==> config.mk <==
export PLATFORM = sky130hd
export DESIGN_NAME = slotted_stop_and_wait_link_flat
export DESIGN_NICKNAME = d
export VERILOG_FILES = /design/src/ssw_pkg.sv /design/src/ssw_if.sv /design/src/ssw_front.sv /design/src/ssw_opq.sv /design/src/ssw_back.sv /design/src/slotted_stop_and_wait_link.sv /design/src/flat_wrapper.sv
export SDC_FILE = /design/constraint.sdc
export NUM_CORES = 1
export LEC_CHECK = 0
export BUFFER_PORTS_ARGS = -buffer_cell sky130_fd_sc_hd__clkbuf_2
export CAP_MARGIN = 0
export CELL_PAD_IN_SITES_DETAIL_PLACEMENT = 0
export CELL_PAD_IN_SITES_GLOBAL_PLACEMENT = 1
export CORE_MARGIN = 3
export CORE_UTILIZATION = 47
export CTS_CLUSTER_SIZE = 25
export DETAILED_ROUTE_END_ITERATION = 8
export GPL_TIMING_DRIVEN = 0
export PLACE_DENSITY = 0.73
export REMOVE_ABC_BUFFERS = 1
export SKIP_LAST_GASP = 1
export SLEW_MARGIN = 5
export SYNTH_ARGS = -nofsm -noshare
export SYNTH_HDL_FRONTEND = slang
export SYNTH_SLANG_ARGS = --single-unit
==> constraint.sdc <==
create_clock -name clk_i -period 3.33 [get_ports clk_i]
set_input_delay 0.4995 -clock clk_i [delete_from_list [all_inputs] [get_ports clk_i]]
set_output_delay 0.4995 -clock clk_i [all_outputs]
set_load 0.01 [all_outputs]
==> src/ssw_pkg.sv <==
// Shared types, constants and helpers for the slotted stop-and-wait link.
`default_nettype none
package ssw_pkg;

  localparam int unsigned TICK_W   = 8;
  localparam int unsigned RETRY_W  = 4;
  localparam int unsigned TYPE_W   = 4;
  localparam int unsigned ID_W     = 16;
  localparam int unsigned CODE_W   = 8;
  localparam int unsigned CMD_W    = 3;
  localparam int unsigned KIND_W   = 2;

  localparam int unsigned SQ_DEPTH = 8;
  localparam int unsigned SQ_PTR_W = $clog2(SQ_DEPTH);
  localparam int unsigned SQ_CNT_W = $clog2(SQ_DEPTH + 1);
  localparam int unsigned SQ_SUM_W = SQ_CNT_W + 1;

  localparam int unsigned AQ_DEPTH = 8;
  localparam int unsigned AQ_PTR_W = $clog2(AQ_DEPTH);
  localparam int unsigned AQ_CNT_W = $clog2(AQ_DEPTH + 1);
  localparam int unsigned AQ_SUM_W = AQ_CNT_W + 1;

  localparam int unsigned OPQ_DEPTH = 2;
  localparam int unsigned OPQ_PTR_W = $clog2(OPQ_DEPTH);
  localparam int unsigned OPQ_CNT_W = $clog2(OPQ_DEPTH + 1);

  localparam int unsigned CFG_IDX_W  = 2;
  localparam int unsigned CFG_DATA_W = 8;

  localparam logic [CFG_IDX_W-1:0] CFG_ACK_TIMEOUT = 2'd0;
  localparam logic [CFG_IDX_W-1:0] CFG_RETRY_LIMIT = 2'd1;
  localparam logic [CFG_IDX_W-1:0] CFG_PERIOD      = 2'd2;
  localparam logic [CFG_IDX_W-1:0] CFG_CREDIT      = 2'd3;

  localparam logic [TICK_W-1:0]  RST_ACK_TIMEOUT = 8'd20;
  localparam logic [RETRY_W-1:0] RST_RETRY_LIMIT = 4'd3;
  localparam logic [TICK_W-1:0]  RST_PERIOD      = 8'd11;
  localparam logic [TICK_W-1:0]  RST_CREDIT      = 8'd10;

  localparam logic [CMD_W-1:0] CMD_TICK    = 3'd0;
  localparam logic [CMD_W-1:0] CMD_ENQUEUE = 3'd1;
  localparam logic [CMD_W-1:0] CMD_DATA_RX = 3'd2;
  localparam logic [CMD_W-1:0] CMD_ACK_RX  = 3'd3;
  localparam logic [CMD_W-1:0] CMD_P_START = 3'd4;
  localparam logic [CMD_W-1:0] CMD_P_STOP  = 3'd5;

  typedef enum logic [KIND_W-1:0] {
    KIND_ACK     = 2'd0,
    KIND_PERSIST = 2'd1,
    KIND_NEW     = 2'd2,
    KIND_RESEND  = 2'd3
  } kind_e;

  typedef enum logic [2:0] {
    OP_TICK,
    OP_ENQ,
    OP_DATA,
    OP_ACK,
    OP_PSTART,
    OP_PSTOP
  } op_e;

  typedef struct packed {
    logic [CMD_W-1:0]  command;
    logic              slot_open;
    logic [TYPE_W-1:0] msg_type;
    logic [ID_W-1:0]   msg_id;
    logic [ID_W-1:0]   payload_tag;
    logic [CODE_W-1:0] persistent_code;
  } in_item_t;

  typedef struct packed {
    logic [KIND_W-1:0] frame_kind;
    logic [TYPE_W-1:0] out_type;
    logic [ID_W-1:0]   out_id;
    logic [ID_W-1:0]   out_tag;
    logic [CODE_W-1:0] out_code;
    logic              last;
  } out_item_t;

  typedef struct packed {
    op_e               op;
    logic              slot_open;
    logic [TYPE_W-1:0] msg_type;
    logic [ID_W-1:0]   word;
    logic [CODE_W-1:0] code;
  } op_t;

  typedef struct packed {
    logic [TYPE_W-1:0] msg_type;
    logic [ID_W-1:0]   word;
  } q_entry_t;

  typedef struct packed {
    logic                  we;
    logic [CFG_IDX_W-1:0]  idx;
    logic [CFG_DATA_W-1:0] data;
  } cfg_wr_t;

  function automatic logic [TICK_W-1:0] sat_inc(input logic [TICK_W-1:0] v);
    return (v == {TICK_W{1'b1}}) ? v : v + 1'b1;
  endfunction

endpackage
`default_nettype wire

==> src/ssw_if.sv <==
// Valid/ready channel interfaces for input and result words.
`default_nettype none
interface ssw_in_if import ssw_pkg::*; ();
  logic     valid;
  logic     ready;
  in_item_t data;

  modport source (output valid, output data, input ready);
  modport sink (input valid, input data, output ready);
endinterface

interface ssw_out_if import ssw_pkg::*; ();
  logic      valid;
  logic      ready;
  out_item_t data;

  modport source (output valid, output data, input ready);
  modport sink (input valid, input data, output ready);
endinterface
`default_nettype wire

==> src/ssw_front.sv <==
// Front end: accept input words, decode the command and push operations.
`default_nettype none
module ssw_front import ssw_pkg::*; (
  input  wire logic clk_i,
  input  wire logic rst_ni,
  ssw_in_if.sink    in_i,
  output logic      push_o,
  output op_t       op_o,
  input  wire logic full_i
);

  logic known;

  assign in_i.ready = ~full_i;

  always_comb begin
    known          = 1'b1;
    op_o.op        = OP_TICK;
    op_o.slot_open = in_i.data.slot_open;
    op_o.msg_type  = in_i.data.msg_type;
    op_o.word      = in_i.data.msg_id;
    op_o.code      = in_i.data.persistent_code;
    unique case (in_i.data.command)
      CMD_TICK:    op_o.op = OP_TICK;
      CMD_ENQUEUE: begin
        op_o.op   = OP_ENQ;
        op_o.word = in_i.data.payload_tag;
      end
      CMD_DATA_RX: op_o.op = OP_DATA;
      CMD_ACK_RX:  op_o.op = OP_ACK;
      CMD_P_START: op_o.op = OP_PSTART;
      CMD_P_STOP:  op_o.op = OP_PSTOP;
      default:     known   = 1'b0;
    endcase
  end

  assign push_o = in_i.valid & in_i.ready & known;

  property p_no_push_when_full;
    @(posedge clk_i) disable iff (!rst_ni) full_i |-> !push_o;
  endproperty
  a_no_push_when_full: assert property (p_no_push_when_full)
    else $error("push while operation queue full");

  property p_drop_unknown;
    @(posedge clk_i) disable iff (!rst_ni)
      (in_i.valid && (in_i.data.command != CMD_TICK) && (in_i.data.command != CMD_ENQUEUE)
       && (in_i.data.command != CMD_DATA_RX) && (in_i.data.command != CMD_ACK_RX)
       && (in_i.data.command != CMD_P_START) && (in_i.data.command != CMD_P_STOP))
      |-> !push_o;
  endproperty
  a_drop_unknown: assert property (p_drop_unknown)
    else $error("unused command pushed");

  property p_enq_carries_tag;
    @(posedge clk_i) disable iff (!rst_ni)
      (push_o && (op_o.op == OP_ENQ)) |-> (op_o.word == in_i.data.payload_tag);
  endproperty
  a_enq_carries_tag: assert property (p_enq_carries_tag)
    else $error("enqueue word is not the payload tag");

endmodule
`default_nettype wire

==> src/ssw_opq.sv <==
// Short operation queue between the front end and the back end.
`default_nettype none
module ssw_opq import ssw_pkg::*; (
  input  wire logic clk_i,
  input  wire logic rst_ni,
  input  wire logic push_i,
  input  wire op_t  op_i,
  output logic      full_o,
  output logic      valid_o,
  output op_t       op_o,
  input  wire logic pop_i
);

  op_t                  mem_q [OPQ_DEPTH];
  logic [OPQ_PTR_W-1:0] wr_q, rd_q;
  logic [OPQ_CNT_W-1:0] cnt_q;
  logic                 do_pop;

  assign full_o  = (cnt_q == OPQ_CNT_W'(OPQ_DEPTH));
  assign valid_o = (cnt_q != '0);
  assign op_o    = mem_q[rd_q];
  assign do_pop  = pop_i & valid_o;

  always_ff @(posedge clk_i) begin
    if (push_i) begin
      mem_q[wr_q] <= op_i;
    end
  end

  always_ff @(posedge clk_i or negedge rst_ni) begin
    if (!rst_ni) begin
      wr_q  <= '0;
      rd_q  <= '0;
      cnt_q <= '0;
    end else begin
      if (push_i) begin
        wr_q <= (wr_q == OPQ_PTR_W'(OPQ_DEPTH - 1)) ? '0 : wr_q + 1'b1;
      end
      if (do_pop) begin
        rd_q <= (rd_q == OPQ_PTR_W'(OPQ_DEPTH - 1)) ? '0 : rd_q + 1'b1;
      end
      if (push_i && !do_pop) begin
        cnt_q <= cnt_q + 1'b1;
      end else if (!push_i && do_pop) begin
        cnt_q <= cnt_q - 1'b1;
      end
    end
  end

  property p_cnt_bound;
    @(posedge clk_i) disable iff (!rst_ni) cnt_q <= OPQ_CNT_W'(OPQ_DEPTH);
  endproperty
  a_cnt_bound: assert property (p_cnt_bound)
    else $error("operation queue count overflow");

  property p_no_overflow;
    @(posedge clk_i) disable iff (!rst_ni) full_o |-> !push_i;
  endproperty
  a_no_overflow: assert property (p_no_overflow)
    else $error("push into full operation queue");

  property p_pop_valid;
    @(posedge clk_i) disable iff (!rst_ni) (push_i && !do_pop) |=> valid_o;
  endproperty
  a_pop_valid: assert property (p_pop_valid)
    else $error("queue empty after push");

endmodule
`default_nettype wire

==> src/ssw_back.sv <==
// Back end: link state, message and ack queues, tick processing and frame output.
`default_nettype none
module ssw_back import ssw_pkg::*; (
  input  wire logic    clk_i,
  input  wire logic    rst_ni,
  input  wire cfg_wr_t cfg_i,
  input  wire logic    op_valid_i,
  input  wire op_t     op_i,
  output logic         op_pop_o,
  ssw_out_if.source    out_o
);

  typedef enum logic [1:0] {
    S_IDLE,
    S_TICK,
    S_EMIT
  } state_e;

  state_e state_q;

  logic [TICK_W-1:0]  cfg_timeout_q, cfg_period_q, cfg_credit_q;
  logic [RETRY_W-1:0] cfg_retry_q;

  q_entry_t sq_mem [SQ_DEPTH];
  q_entry_t aq_mem [AQ_DEPTH];
  q_entry_t sq_rd_q, aq_rd_q;

  logic [SQ_CNT_W-1:0] sq_cnt_q, sq_cnt_d;
  logic [SQ_PTR_W-1:0] sq_head_q, sq_head_d, sq_tail;
  logic [SQ_SUM_W-1:0] sq_sum;
  logic [AQ_CNT_W-1:0] aq_cnt_q, aq_cnt_d;
  logic [AQ_PTR_W-1:0] aq_head_q, aq_head_d, aq_tail;
  logic [AQ_SUM_W-1:0] aq_sum;

  logic               awaiting_q, awaiting_d;
  logic [ID_W-1:0]    pid_q, pid_d;
  logic [TYPE_W-1:0]  ptype_q, ptype_d;
  logic [ID_W-1:0]    ptag_q, ptag_d;
  logic [RETRY_W-1:0] retries_q, retries_d;
  logic [TICK_W-1:0]  tss_q, tss_d;
  logic               p_active_q;
  logic [CODE_W-1:0]  p_code_q;
  logic [TICK_W-1:0]  tsp_q, tsp_d;
  logic [ID_W-1:0]    next_id_q, next_id_d;
  logic               slot_q;

  out_item_t frm0_q, frm1_q, frm0_d, frm1_d, oth;
  logic      oth_valid, ack_valid;
  logic [1:0] frm_n_q, frm_n_d;
  logic      frm_idx_q;

  logic pop;
  logic sq_enq, aq_enq;

  assign op_pop_o = (state_q == S_IDLE);
  assign pop      = op_valid_i & op_pop_o;
  assign sq_enq   = pop && (op_i.op == OP_ENQ) && (sq_cnt_q < SQ_CNT_W'(SQ_DEPTH));
  assign aq_enq   = pop && (op_i.op == OP_DATA) && (aq_cnt_q < AQ_CNT_W'(AQ_DEPTH));

  assign sq_sum  = SQ_SUM_W'(sq_head_q) + SQ_SUM_W'(sq_cnt_q);
  assign sq_tail = (sq_sum >= SQ_SUM_W'(SQ_DEPTH)) ? SQ_PTR_W'(sq_sum - SQ_SUM_W'(SQ_DEPTH))
                                                    : sq_sum[SQ_PTR_W-1:0];
  assign aq_sum  = AQ_SUM_W'(aq_head_q) + AQ_SUM_W'(aq_cnt_q);
  assign aq_tail = (aq_sum >= AQ_SUM_W'(AQ_DEPTH)) ? AQ_PTR_W'(aq_sum - AQ_SUM_W'(AQ_DEPTH))
                                                    : aq_sum[AQ_PTR_W-1:0];

  always_ff @(posedge clk_i) begin
    if (sq_enq) begin
      sq_mem[sq_tail] <= '{msg_type: op_i.msg_type, word: op_i.word};
    end
    if (aq_enq) begin
      aq_mem[aq_tail] <= '{msg_type: op_i.msg_type, word: op_i.word};
    end
    if (pop && (op_i.op == OP_TICK)) begin
      sq_rd_q <= sq_mem[sq_head_q];
      aq_rd_q <= aq_mem[aq_head_q];
    end
  end

  // tick decision, on counters already advanced and head entries already read
  always_comb begin
    aq_head_d  = aq_head_q;
    aq_cnt_d   = aq_cnt_q;
    sq_head_d  = sq_head_q;
    sq_cnt_d   = sq_cnt_q;
    awaiting_d = awaiting_q;
    pid_d      = pid_q;
    ptype_d    = ptype_q;
    ptag_d     = ptag_q;
    retries_d  = retries_q;
    tss_d      = tss_q;
    tsp_d      = tsp_q;
    next_id_d  = next_id_q;
    ack_valid  = 1'b0;
    oth_valid  = 1'b0;
    oth        = '0;
    frm0_d     = '0;
    frm1_d     = '0;

    if (aq_cnt_q != '0) begin
      ack_valid       = 1'b1;
      frm0_d.frame_kind = KIND_ACK;
      frm0_d.out_type = aq_rd_q.msg_type;
      frm0_d.out_id   = aq_rd_q.word;
      aq_head_d = (aq_head_q == AQ_PTR_W'(AQ_DEPTH - 1)) ? '0 : aq_head_q + 1'b1;
      aq_cnt_d  = aq_cnt_q - 1'b1;
    end

    if (p_active_q) begin
      if (tsp_q >= cfg_period_q) begin
        oth_valid      = 1'b1;
        oth.frame_kind = KIND_PERSIST;
        oth.out_code   = p_code_q;
        tsp_d          = '0;
      end
    end else begin
      if (awaiting_q && (tss_q >= cfg_timeout_q)) begin
        if (retries_q < cfg_retry_q) begin
          oth_valid      = 1'b1;
          oth.frame_kind = KIND_RESEND;
          oth.out_type   = ptype_q;
          oth.out_id     = pid_q;
          oth.out_tag    = ptag_q;
          tss_d          = '0;
          retries_d      = retries_q + 1'b1;
        end else begin
          awaiting_d = 1'b0;
          retries_d  = '0;
        end
      end
      if (!awaiting_d && (sq_cnt_q != '0)) begin
        oth_valid      = 1'b1;
        oth.frame_kind = KIND_NEW;
        oth.out_type   = sq_rd_q.msg_type;
        oth.out_id     = next_id_q;
        oth.out_tag    = sq_rd_q.word;
        ptype_d        = sq_rd_q.msg_type;
        ptag_d         = sq_rd_q.word;
        pid_d          = next_id_q;
        next_id_d      = next_id_q + 1'b1;
        awaiting_d     = 1'b1;
        tss_d          = '0;
        retries_d      = '0;
        sq_head_d = (sq_head_q == SQ_PTR_W'(SQ_DEPTH - 1)) ? '0 : sq_head_q + 1'b1;
        sq_cnt_d  = sq_cnt_q - 1'b1;
      end
    end

    oth.last = 1'b1;
    if (ack_valid) begin
      frm0_d.last = ~oth_valid;
      frm1_d      = oth;
    end else begin
      frm0_d = oth;
    end
    frm_n_d = {1'b0, ack_valid} + {1'b0, oth_valid};
  end

  always_ff @(posedge clk_i or negedge rst_ni) begin
    if (!rst_ni) begin
      state_q       <= S_IDLE;
      cfg_timeout_q <= RST_ACK_TIMEOUT;
      cfg_retry_q   <= RST_RETRY_LIMIT;
      cfg_period_q  <= RST_PERIOD;
      cfg_credit_q  <= RST_CREDIT;
      sq_cnt_q      <= '0;
      sq_head_q     <= '0;
      aq_cnt_q      <= '0;
      aq_head_q     <= '0;
      awaiting_q    <= 1'b0;
      pid_q         <= '0;
      ptype_q       <= '0;
      ptag_q        <= '0;
      retries_q     <= '0;
      tss_q         <= '0;
      p_active_q    <= 1'b0;
      p_code_q      <= '0;
      tsp_q         <= '0;
      next_id_q     <= '0;
      slot_q        <= 1'b0;
      frm_n_q       <= '0;
      frm_idx_q     <= 1'b0;
      frm0_q        <= '0;
      frm1_q        <= '0;
    end else begin
      if (cfg_i.we) begin
        unique case (cfg_i.idx)
          CFG_ACK_TIMEOUT: cfg_timeout_q <= cfg_i.data;
          CFG_RETRY_LIMIT: cfg_retry_q   <= cfg_i.data[RETRY_W-1:0];
          CFG_PERIOD:      cfg_period_q  <= cfg_i.data;
          CFG_CREDIT:      cfg_credit_q  <= cfg_i.data;
          default: ;
        endcase
      end
      unique case (state_q)
        S_IDLE: begin
          if (pop) begin
            unique case (op_i.op)
              OP_TICK: begin
                tss_q   <= sat_inc(tss_q);
                tsp_q   <= sat_inc(tsp_q);
                slot_q  <= op_i.slot_open;
                state_q <= S_TICK;
              end
              OP_ENQ: begin
                if (sq_enq) begin
                  sq_cnt_q <= sq_cnt_q + 1'b1;
                end
              end
              OP_DATA: begin
                if (aq_enq) begin
                  aq_cnt_q <= aq_cnt_q + 1'b1;
                end
              end
              OP_ACK: begin
                if (awaiting_q && (pid_q == op_i.word)) begin
                  awaiting_q <= 1'b0;
                  retries_q  <= '0;
                  pid_q      <= '0;
                  ptype_q    <= '0;
                end
              end
              OP_PSTART: begin
                p_active_q <= 1'b1;
                p_code_q   <= op_i.code;
                tsp_q      <= cfg_credit_q;
              end
              OP_PSTOP: p_active_q <= 1'b0;
              default: ;
            endcase
          end
        end
        S_TICK: begin
          state_q <= S_IDLE;
          if (slot_q) begin
            aq_head_q  <= aq_head_d;
            aq_cnt_q   <= aq_cnt_d;
            sq_head_q  <= sq_head_d;
            sq_cnt_q   <= sq_cnt_d;
            awaiting_q <= awaiting_d;
            pid_q      <= pid_d;
            ptype_q    <= ptype_d;
            ptag_q     <= ptag_d;
            retries_q  <= retries_d;
            tss_q      <= tss_d;
            tsp_q      <= tsp_d;
            next_id_q  <= next_id_d;
            frm0_q     <= frm0_d;
            frm1_q     <= frm1_d;
            frm_n_q    <= frm_n_d;
            frm_idx_q  <= 1'b0;
            if (frm_n_d != '0) begin
              state_q <= S_EMIT;
            end
          end
        end
        S_EMIT: begin
          if (out_o.ready) begin
            if (frm_idx_q || (frm_n_q == 2'd1)) begin
              state_q <= S_IDLE;
            end else begin
              frm_idx_q <= 1'b1;
            end
          end
        end
        default: state_q <= S_IDLE;
      endcase
    end
  end

  assign out_o.valid = (state_q == S_EMIT);
  assign out_o.data  = frm_idx_q ? frm1_q : frm0_q;

  property p_sq_bound;
    @(posedge clk_i) disable iff (!rst_ni) sq_cnt_q <= SQ_CNT_W'(SQ_DEPTH);
  endproperty
  a_sq_bound: assert property (p_sq_bound)
    else $error("send queue count overflow");

  property p_aq_bound;
    @(posedge clk_i) disable iff (!rst_ni) aq_cnt_q <= AQ_CNT_W'(AQ_DEPTH);
  endproperty
  a_aq_bound: assert property (p_aq_bound)
    else $error("ack queue count overflow");

  property p_emit_has_frames;
    @(posedge clk_i) disable iff (!rst_ni) (state_q == S_EMIT) |-> (frm_n_q != '0);
  endproperty
  a_emit_has_frames: assert property (p_emit_has_frames)
    else $error("emitting with no frames held");

  property p_data_frame_outstanding;
    @(posedge clk_i) disable iff (!rst_ni)
      (out_o.valid && ((out_o.data.frame_kind == KIND_NEW)
                       || (out_o.data.frame_kind == KIND_RESEND)))
      |-> (awaiting_q && (out_o.data.out_id == pid_q));
  endproperty
  a_data_frame_outstanding: assert property (p_data_frame_outstanding)
    else $error("message frame without matching outstanding message");

endmodule
`default_nettype wire

==> src/slotted_stop_and_wait_link.sv <==
// Top level of the slotted stop-and-wait link, transmit side.
//
// channel   dir  handshake        word
// in_i      in   valid/ready      in_item_t: one event
// out_o     out  valid/ready      out_item_t: one frame, last marks a tick's final
// cfg       in   cfg_we_i         cfg_idx_i selects a register, cfg_data_i holds it
//
// A non-tick event is handled in the back end's idle state; a tick passes
// through head read and decide, then emits each of its up to two frames.
// Two-entry operation queue lets events enter while frames wait to be taken.
// rst_ni clears queues, timers and the outstanding message; registers take
// their defaults. A stalled output holds the back end; the front end stalls
// only once the operation queue is full.
`default_nettype none
module slotted_stop_and_wait_link import ssw_pkg::*; (
  input  wire logic                  clk_i,
  input  wire logic                  rst_ni,
  ssw_in_if.sink                     in_i,
  ssw_out_if.source                  out_o,
  input  wire logic                  cfg_we_i,
  input  wire logic [CFG_IDX_W-1:0]  cfg_idx_i,
  input  wire logic [CFG_DATA_W-1:0] cfg_data_i
);

  logic    push, full, op_valid, op_pop;
  op_t     push_op, head_op;
  cfg_wr_t cfg;

  assign cfg.we   = cfg_we_i;
  assign cfg.idx  = cfg_idx_i;
  assign cfg.data = cfg_data_i;

  ssw_front u_front (
    .clk_i  (clk_i),
    .rst_ni (rst_ni),
    .in_i   (in_i),
    .push_o (push),
    .op_o   (push_op),
    .full_i (full)
  );

  ssw_opq u_opq (
    .clk_i   (clk_i),
    .rst_ni  (rst_ni),
    .push_i  (push),
    .op_i    (push_op),
    .full_o  (full),
    .valid_o (op_valid),
    .op_o    (head_op),
    .pop_i   (op_pop)
  );

  ssw_back u_back (
    .clk_i      (clk_i),
    .rst_ni     (rst_ni),
    .cfg_i      (cfg),
    .op_valid_i (op_valid),
    .op_i       (head_op),
    .op_pop_o   (op_pop),
    .out_o      (out_o)
  );

endmodule
`default_nettype wire

==> src/flat_wrapper.sv <==
// flat-port wrapper written by rule: the top's interface ports become plain ports
module slotted_stop_and_wait_link_flat import ssw_pkg::*;
  (clk_i, rst_ni, cfg_we_i, cfg_idx_i, cfg_data_i, in_i_valid, in_i_data, in_i_ready, out_o_valid, out_o_data, out_o_ready);
  ssw_in_if in_i_i ();
  ssw_out_if out_o_i ();
  input  wire logic clk_i;
  input  wire logic rst_ni;
  input  wire logic cfg_we_i;
  input  wire logic [CFG_IDX_W-1:0] cfg_idx_i;
  input  wire logic [CFG_DATA_W-1:0] cfg_data_i;
  input wire logic [$bits(in_i_i.valid)-1:0] in_i_valid;
  input wire logic [$bits(in_i_i.data)-1:0] in_i_data;
  output wire logic [$bits(in_i_i.ready)-1:0] in_i_ready;
  output wire logic [$bits(out_o_i.valid)-1:0] out_o_valid;
  output wire logic [$bits(out_o_i.data)-1:0] out_o_data;
  input wire logic [$bits(out_o_i.ready)-1:0] out_o_ready;
  assign in_i_i.valid = in_i_valid;
  assign in_i_i.data = in_i_data;
  assign in_i_ready = in_i_i.ready;
  assign out_o_valid = out_o_i.valid;
  assign out_o_data = out_o_i.data;
  assign out_o_i.ready = out_o_ready;
  slotted_stop_and_wait_link u_core (.clk_i(clk_i), .rst_ni(rst_ni), .in_i(in_i_i), .out_o(out_o_i), .cfg_we_i(cfg_we_i), .cfg_idx_i(cfg_idx_i), .cfg_data_i(cfg_data_i));
endmodule
==> key figures, run 1 <==
Clock network
  – Clk_lat worst skew: about 0.60 ns
  – TritonCTS clock tree: done
  – Clock sink count: 652
  – Max clock buf depth: 3
  – Root Buffer Master: clkbuf_16
  – CTS buffer count: slightly below 70
  – H-tree levels: 3
  – Clk pin slew, worst setup/hold paths: approximately 0.06 ns

Logic synthesis
  – Area contributors post-synth: edfxtp_1, dfrtp_1, mux4_2
  – Cell count after synthesis: 1721
  – Post-Syn Area per Cell: ~16 µm²
  – Yosys cell types: 62
  – Top cells by count, synth: edfxtp_1, dfrtp_1, nand2_1
  – EDFF count, synth: 424
  – Yosys top cell area share: between 40% and 50%
  – Yosys reg bits: between 600 and 700
  – Register area share after synthesis: ~68%
  – Asr flop ratio synth: about a third
  – Ys flop type: edfxtp_1
  – Post-synth top area cell: edfxtp_1
  – Count leader, synth: edfxtp_1
  – Post-Syn Area: approximately 0.027 mm²
  – Yosys warns: 0

Global route
  – Initial antenna violation count: 0
  – First-pass GRT wire length: between 90 and 100 mm
  – Pin count of the biggest net entering global routing: between 100 and 150
  – GRT Total Usage: 20.4%
  – Grt ovf: 0
  – Vias in the first global route: 15500

Worst setup path
  – Worst Path Arrival: 3.73 ns
  – CP max FO: 25
  – CP startpoint kind: register
  – Critical path endpoint category: register
  – Kind of critical path: reg2reg
  – Worst Path Required: 3.82 ns

STA
  – Fin crit period: 3.25 ns
  – Slew Viols, Final: 0
  – Setup Skew: approximately 0.027 ns
  – Final Setup Violations: 0
  – Max-slew headroom: 17.4%
  – FMAX: 0.308 GHz
  – WHS: 0.101 ns
  – RSZ-0062 raised after global routing: yes
  – Crit share post-route: a little over nine tenths
  – Final Hold Fails: 0
  – Tightest Pin Transition: 1.24 ns

Cells and area
  – NumNets Final: between 1500 and 2000
  – Share of layout cells above drive strength 1: just under 30%
  – Post-Route Utilization: between 50% and 60%
  – Post-route cell area: around 0.032 mm²
  – Area Growth Syn to Fin: 16.7%
  – N_diodes: 0

Drt
  – # DRC: 0
  – Final ANT Viol Nets: 0
  – TritonRoute pass-1 iters: 5
  – Via count: approximately 15000
  – Final wirelength: between 60 and 70 mm
  – Wire per inst: between 20 and 25 µm
  – DR vias/cell: 5.72
  – Starting DRT DRC Count: approximately 1300

Placed design
  – Buffers added on ports: ~110
  – Placement Cell Area: between 0.02 and 0.03 mm²
  – DP Wirelength: between 30 and 40 mm
  – GPL Wtd Cong: 0.787

Pwr
  – Power density over cell area: 808 mW/mm²
  – Leakage: 12.1 nW
  – Worst VDD drop: approximately 0.43 mV

Hold path
  – Hold Path Class: in2reg

Floorplanning
  – FP Rows: 87
  – # IOs: between 100 and 150
  – Core area: 0.0566 mm²
  – DIE WIDTH: about 250 µm
  – Die area: between 0.06 and 0.07 mm²
  – Initial Util: 47.7%
  – Die H: 246 µm

Status
  – Status: finished, final reports clean

Flow run
  – Max-cap violations: 0
where the power goes:
group          switching (W)  internal, W  total, W
logic                0.00396      0.00290   0.00686
clock network        0.00308      0.00427   0.00735
registers           0.000852       0.0104    0.0113
total                0.00790       0.0176    0.0255
metrics by stage:
stage / setup TNS (ns) / setup slack [ns] / total power, W / std cells
2_1_floorplan: -262.58 / -0.987 / 0.0154 / 1634
3_3_place_gp: -1905.97 / -3.94 / 0.0175 / 2501
3_5_place_dp: -50.10 / -0.705 / 0.0180 / 2532
4_1_cts: -4.61 / -0.143 / 0.0255 / 2662
5_1_grt: -0.394 / -0.0843 / 0.0268 / 2688
6_report: 0 / 0.0809 / 0.0255 / 2688
cell type report:
class,count,area (µm²)
Fill cell,4449,25100
Sequential cell,652,18500
Multi-Input combinational cell,941,8350
Clock buffer,90,1900
Timing Repair Buffer,168,1430
Tap cell,756,946
Clock inverter,35,269
Inverter,46,180
state kept, by name, summed over array words and instances, names as in the netlist, 8 cells and up:
signal	cells
u_core.u_back.aq_mem	160
u_core.u_back.aq_rd_q	20
u_core.u_back.cfg_credit_q	8
u_core.u_back.cfg_period_q	8
u_core.u_back.cfg_timeout_q	8
u_core.u_back.frm0_q	47
u_core.u_back.frm1_q	47
u_core.u_back.next_id_q	16
u_core.u_back.p_code_q	8
u_core.u_back.pid_q	16
u_core.u_back.ptag_q	16
u_core.u_back.sq_mem	160
u_core.u_back.sq_rd_q	20
u_core.u_back.tsp_q	8
u_core.u_back.tss_q	8
u_core.u_opq.mem_q	64
logic make-up after synthesis:
logic type               Yosys count  share of synthesized area, %
flip-flops                       652                          68.3
AND/OR/NAND/NOR                  338                          5.57
AO/OA/AOI/OAI                    263                          7.05
multiplexers                     244                          13.5
buffers and inverters            133                          1.96
XOR/XNOR                          47                          1.52
adder cells (fa/ha/maj)           44                          2.15
critical path, stage by stage (launching register included):
cell,delay [ns]
dfstp_2,0.51
inv_1,0.05
ha_1,0.29
nand2_1,0.05
o21ai_0,0.28
a21oi_1,0.22
nor4_2,0.52
nand2_2,0.55
nand2_1,0.31
mux2_2,0.36
metal layers:
| layer | track usage [%] | vias to the layer above | routed length, µm |
|---|---|---|---|
| li1 | - | 6889 | - |
| met1 | 28.3 | 8001 | 27300 |
| met2 | 33.7 | 410 | 30000 |
| met3 | 3.01 | 78 | 3100 |
| met4 | 6.18 | 0 | 1190 |
| met5 | 0 | - | 0 |
worst paths after layout:
check	endpoint	cells after the start	slack, ns	from
max in group asynchronous	u_core.u_back.next_id_q[3]	4	1.55	rst_ni
min	u_core.u_opq.mem_q[1][26]	1	0.10	in_i_data[42]
max	u_core.u_back.sq_cnt_q[2]	9	0.08	u_core.u_back.cfg_timeout_q[2]
max reg2reg	u_core.u_back.sq_cnt_q[2]	9	0.08	u_core.u_back.cfg_timeout_q[2]
min reg2reg	u_core.u_back.frm0_q[19]	2	0.47	u_core.u_back.frm0_q[19]
min in group asynchronous	u_core.u_back.frm1_q[3]	2	0.43	rst_ni
repair_timing:
| action | 4_1_cts | 5_1_grt |
|---|---|---|
| endpoints found under the hold margin | 49 | 0 |
| pin swaps | 3 | 9 |
| setup endpoints to repair | 140 | 267 |
| hold buffers | 1 | 0 |
| cloned | 1 | 4 |
| resized for setup | 14 | 25 |
| buffers inserted | 3 | 22 |
layout by cell type (no fill, tap or decap), drive strengths merged, types with 56 or more instances in the layout:
cell / netlist / layout
mux2: 150 / 150
clkbuf: 66 / 201
edfxtp: 424 / 424
buf: 21 / 56
mux4: 80 / 80
dfrtp: 219 / 219
a22o: 57 / 57
o21ai: 87 / 87
nor2: 87 / 92
nand2: 152 / 152
Power figures use the tool's default switching activity.
==> run 2: changes to the inputs <==
- CORE_UTILIZATION: 47 -> 31
- PLACE_DENSITY: 0.73 -> 0.51
==> run 2 against run 1 <==
  * Core utilization shrank 18 points
  * Clock power grew 13%
  * Power grew 5.4%
  * Critical endpoint is now u_core.u_back.sq_mem[6][11]
==> key figures, run 2 (same netlist as run 1, synthesis figures left out) <==
Worst setup path
  – CP startpoint kind: register
  – Family with the most delay on the worst path: simple AND/OR/NAND/NOR gates
  – Worst Path Required: about 3.6 ns
  – CP max FO: 20
  – Reg2reg end: u_core.u_back.sq_mem[6][11]
  – FF-to-FF Start: u_core.u_back.state_q[1]
  – FF-to-FF setup slack: 0.14 ns
  – Kind of critical path: reg2reg
  – Critical path endpoint category: register
  – R2R depth: 6
  – Slowest cell on crit path: nor2_4
  – CP peak stage delay: ~0.65 ns
  – Crit path cell chain: o21bai_1, nor2_1, nand2_1, or3_1, or2_2, nor2_4
  – Worst Path Arrival: 3.42 ns
  – Crit path buf inv count: 0

STA
  – Setup Skew: 0.0222 ns
  – Final Hold Fails: 0
  – Crit share post-route: a little over nine tenths
  – Max-slew headroom: a little over 8%
  – Fin crit period: ~3.2 ns
  – Slew Viols, Final: 0
  – FMAX: around 0.31 GHz
  – Setup_tns: 0 ns
  – Tightest Pin Transition: between 1 and 1.5 ns
  – RSZ-0062 raised after global routing: yes
  – Final Setup Violations: 0
  – WHS: between 0.07 and 0.08 ns

Clock network
  – Clock sink count: between 600 and 700
  – Root Buffer Master: clkbuf_16
  – Clk_lat worst skew: 0.61 ns
  – Max clock buf depth: 3
  – H-tree levels: 3
  – Clk pin slew, worst setup/hold paths: roughly 0.060 ns
  – TritonCTS clock tree: done
  – CTS buffer count: 76

Flow run
  – Max-cap violations: 0

Drt
  – Wire per inst: between 20 and 25 µm
  – Final wirelength: 71.0 mm
  – Final ANT Viol Nets: 0
  – Via count: 15200
  – # DRC: 0
  – TritonRoute pass-1 iters: 4
  – Starting DRT DRC Count: roughly 1000
  – DR vias/cell: ~5

Floorplanning
  – Initial Util: between 30% and 40%
  – Die area: 0.0907 mm²
  – # IOs: 112
  – Die H: around 300 µm
  – FP Rows: 107
  – DIE WIDTH: 301 µm
  – Core area: around 0.086 mm²

Hold path
  – WHS Endpoint: u_core.u_opq.mem_q[0][1]
  – Worst hold start: in_i_data[1]
  – Hold Path Class: in2reg
  – Worst hold path depth: 1

Global route
  – Vias in the first global route: between 15000 and 20000
  – Initial antenna violation count: 0
  – First-pass GRT wire length: between 100 and 150 mm
  – Pin count of the biggest net entering global routing: 98
  – Grt ovf: 0
  – GRT Total Usage: 15.4%

Cells and area
  – Share of layout cells above drive strength 1: a little under a third
  – Most frequent cells in the layout: edfxtp_1, dfrtp_1, nand2_1
  – Post-route cell area: 0.0325 mm²
  – Number of fill cells: around 8000
  – Most common cell after layout, fill and taps aside: edfxtp_1
  – Layout Cells excl Fill: roughly 3100
  – NumNets Final: approximately 2000
  – Area Growth Syn to Fin: 20.3%
  – Top flop regs: u_core.u_back.aq_mem: 160 flops, u_core.u_back.sq_mem: 160 flops, u_core.u_opq.mem_q: 64 flops

Pwr
  – Leakage: approximately 12 nW
  – Worst VDD drop: 0.330 mV
  – Power density over cell area: about 830 mW/mm²

Status
  – Status: finished, final reports clean

Placed design
  – Placed instance count: slightly below 3000
  – GPL Wtd Cong: about 0.72
  – DP Wirelength: ~42 mm
  – Placement Cell Area: around 0.029 mm²
  – Buffers added on ports: approximately 110
run 2: layout make-up:
| type | instances | area, µm² | share of cell area (%) |
|---|---|---|---|
| Timing Repair Buffer | 166 | 1420 | 4.38 |
| Timing Repair inverter | 1 | 7.51 | 0.0231 |
| Inverter | 46 | 183 | 0.562 |
| Antenna cell | 1 | 2.50 | 0.00770 |
| Sequential cell | 652 | 18500 | 56.8 |
| Clock buffer | 106 | 2190 | 6.73 |
| Clock inverter | 35 | 330 | 1.02 |
| Tap cell | 1144 | 1430 | 4.40 |
| Multi-Input combinational cell | 945 | 8490 | 26.1 |
run 2: metrics by stage:
step | power, W | util [%] | setup slack (ns)
final | 0.0269 | 37.9 | 0.136
after global routing | 0.0284 | 37.9 | -0.101
after CTS | 0.0269 | 37.2 | -0.184
after detailed placement | 0.0183 | 34.1 | -0.771
after global placement | 0.0179 | 33.4 | -5.23
after floorplan | 0.0154 | - | -0.987
run 2: worst max path at each step:
stage                                         from  slack (ns)                     endpoint  cells after the start
global placement    u_core.u_back.cfg_timeout_q[2]       -5.23    u_core.u_back.sq_cnt_q[2]                      9
global route              u_core.u_back.state_q[1]       -0.10  u_core.u_back.sq_mem[6][13]                      6
floorplan           u_core.u_back.cfg_timeout_q[2]       -0.99    u_core.u_back.sq_cnt_q[2]                      9
CTS                       u_core.u_back.state_q[1]       -0.18   u_core.u_back.aq_mem[0][6]                      6
finish                    u_core.u_back.state_q[1]        0.14  u_core.u_back.sq_mem[6][11]                      6
detailed placement  u_core.u_back.cfg_timeout_q[2]       -0.77    u_core.u_back.sq_cnt_q[2]                      9
run 2: per-layer routing:
| metal | routed length, µm | vias up | track usage [%] |
|---|---|---|---|
| met3 | 2770 | 90 | 2.49 |
| met2 | 34000 | 286 | 24.9 |
| met4 | 1570 | 0 | 4.98 |
| met5 | 0 | - | 0 |
| met1 | 32700 | 7932 | 21.0 |
| li1 | - | 6932 | - |
run 2: timing repair:
item,CTS,global route
setup buffers,12,21
cloned,1,9
gates resized for setup,15,31
pin swaps,10,23
hold buffers,1,0
hold endpoints to repair,39,0
setup endpoints to repair,283,390
run 2: report_power, final:
group	switching [W]	internal, W	total, W
Sequential	0.000876	0.0104	0.0113
Combinational	0.00430	0.00294	0.00724
Clock	0.00333	0.00499	0.00833
==> run 3: changes to the inputs <==
- PLACE_DENSITY: 0.51 -> default
- PLACE_DENSITY_LB_ADDON: default -> 0.1
==> run 3 against run 2 <==
  * Final cell count decreased by 0.29%
  * Non-clock buffer count shrank 7
  * Sequential share of layout area rose by 0.39 points
  * Die area stayed put
  * First-iteration DRC count shrank 7.8%
  * Via count is 0.24% higher
  * Core utilization down 0.26 points
  * Power is 0.66% lower
  * Clock skew is 0.0063 ns lower
  * Critical endpoint is now u_core.u_back.sq_mem[6][7]
==> key figures, run 3 (same netlist as run 1, synthesis figures left out) <==
Drt
  – Final wirelength: ~73 mm
  – Via count: 15300
  – Starting DRT DRC Count: roughly 950
  – # DRC: 0
  – TritonRoute pass-1 iters: 5
  – DR vias/cell: between 4 and 5
  – Final ANT Viol Nets: 0
  – Wire per inst: 23.7 µm

Cells and area
  – Number of fill cells: slightly above 8000
  – Top flop regs: u_core.u_back.aq_mem: 160 flops, u_core.u_back.sq_mem: 160 flops, u_core.u_opq.mem_q: 64 flops
  – Area Growth Syn to Fin: 19.5%
  – N_diodes: 0
  – Most frequent cells in the layout: edfxtp_1, dfrtp_1, nand2_1
  – NumNets Final: just under 2000
  – Post-route cell area: 0.0323 mm²
  – Post-Route Utilization: 37.6%
  – Share of layout cells above drive strength 1: a little under 30%
  – Most common cell after layout, fill and taps aside: edfxtp_1

Worst setup path
  – Critical path endpoint category: register
  – Kind of critical path: reg2reg
  – CP max FO: 20
  – CP startpoint kind: register
  – Worst Path Arrival: about 3.5 ns
  – Worst Path Required: about 3.6 ns

Clock network
  – Max clock buf depth: 3
  – TritonCTS clock tree: done
  – Clock sink count: approximately 650
  – Clk pin slew, worst setup/hold paths: around 0.06 ns
  – Root Buffer Master: clkbuf_16
  – CTS buffer count: 77
  – H-tree levels: 3
  – Clk_lat worst skew: about 0.62 ns

Status
  – Status: finished, final reports clean

Floorplanning
  – Die H: ~300 µm
  – # IOs: about 110
  – FP Rows: about 110
  – Initial Util: between 30% and 40%
  – Die area: between 0.09 and 0.1 mm²
  – Core area: roughly 0.086 mm²
  – DIE WIDTH: between 300 and 400 µm

Placed design
  – Placement Cell Area: approximately 0.029 mm²
  – Buffers added on ports: approximately 110
  – DP Wirelength: 43.5 mm
  – GPL Wtd Cong: roughly 0.73

STA
  – Final Setup Violations: 0
  – Setup Skew: 0.0159 ns
  – Final Hold Fails: 0
  – FMAX: a little over 0.3 GHz
  – Tightest Pin Transition: around 1.2 ns
  – Max-slew headroom: a little over 20%
  – Slew Viols, Final: 0
  – Fin crit period: approximately 3.2 ns
  – RSZ-0062 raised after global routing: yes
  – Crit share post-route: 96.6%

Pwr
  – Worst VDD drop: around 0.35 mV
  – Power density over cell area: roughly 830 mW/mm²
  – Leakage: 12.1 nW
  – Total power: about 0.027 W

Global route
  – First-pass GRT wire length: 106 mm
  – GRT Total Usage: 15.7%
  – Vias in the first global route: 15800
  – Initial antenna violation count: 0
  – Grt ovf: 0
  – Pin count of the biggest net entering global routing: a little over 80

Flow run
  – Max-cap violations: 0

Hold path
  – Hold Path Class: in2reg
[run 3: layout make-up]
cell class | instances | area, µm² | share of cell area (%)
sequential | 652 | 18500 | 57.2
multi-input combinational | 946 | 8500 | 26.3
clock buffer | 98 | 2060 | 6.37
tap | 1144 | 1430 | 4.43
timing repair buffer | 159 | 1300 | 4.02
clock inverter | 42 | 362 | 1.12
inverter | 46 | 179 | 0.554
[run 3: power breakdown]
part,internal (W),total [W],leakage (nW),switching [W]
logic,0.00291,0.00725,4.16,0.00434
registers,0.0104,0.0114,6.80,0.000924
clock network,0.00470,0.00809,1.18,0.00339
[run 3: worst max-delay path, stage by stage, from the launching register on]
cell and delay (ns):
dfrtp_1 0.49, o21bai_1 0.29, nor2_1 0.33, nand2_1 0.15
or3_1 0.47, or2_2 0.41, nor2_4 0.68
[run 3: path summary, 6_finish.rpt]
| kind | from | depth (start not counted) | slack, ns | endpoint |
|---|---|---|---|---|
| hold / removal | in_i_data[40] | 1 | 0.07 | u_core.u_opq.mem_q[1][24] |
| hold reg to reg | u_core.u_back.frm0_q[45] | 1 | 0.47 | u_core.u_back.frm0_q[45] |
| setup / recovery | u_core.u_back.state_q[1] | 6 | 0.11 | u_core.u_back.sq_mem[6][7] |
| min in group asynchronous | rst_ni | 2 | 0.50 | u_core.u_back.frm1_q[7] |
| setup reg to reg | u_core.u_back.state_q[1] | 6 | 0.11 | u_core.u_back.sq_mem[6][7] |
| max in group asynchronous | rst_ni | 4 | 1.52 | u_core.u_back.aq_head_q[0] |
[run 3: routing by layer]
metal	wire length [µm]	vias up	GRT usage [%]
met5	0	-	0
met4	1500	0	4.01
met3	2620	107	2.63
met2	34900	276	25.8
met1	34200	7958	21.7
li1	-	6936	-
[run 3: what timing repair did]
| action | in CTS | in global routing |
|---|---|---|
| pin swaps | 7 | 16 |
| setup buffers | 7 | 20 |
| hold endpoints to repair | 79 | 0 |
| endpoints found under the setup margin | 299 | 247 |
| cloned | 1 | 9 |
| resized for setup | 20 | 25 |
| hold buffers | 1 | 0 |
[run 3: per-stage QoR]
step | instances | setup slack, ns | hold slack, ns | TNS [ns]
after floorplan | 1634 | -0.987 | 0.204 | -262.58
after CTS | 3059 | -0.193 | 0.0224 | -21.18
after global routing | 3087 | -0.0603 | 0.0260 | -5.48
after detailed placement | 2910 | -0.975 | 0.461 | -79.13
after global placement | 2889 | -5.09 | 0.456 | -2317.02
final | 3087 | 0.114 | 0.0737 | 0
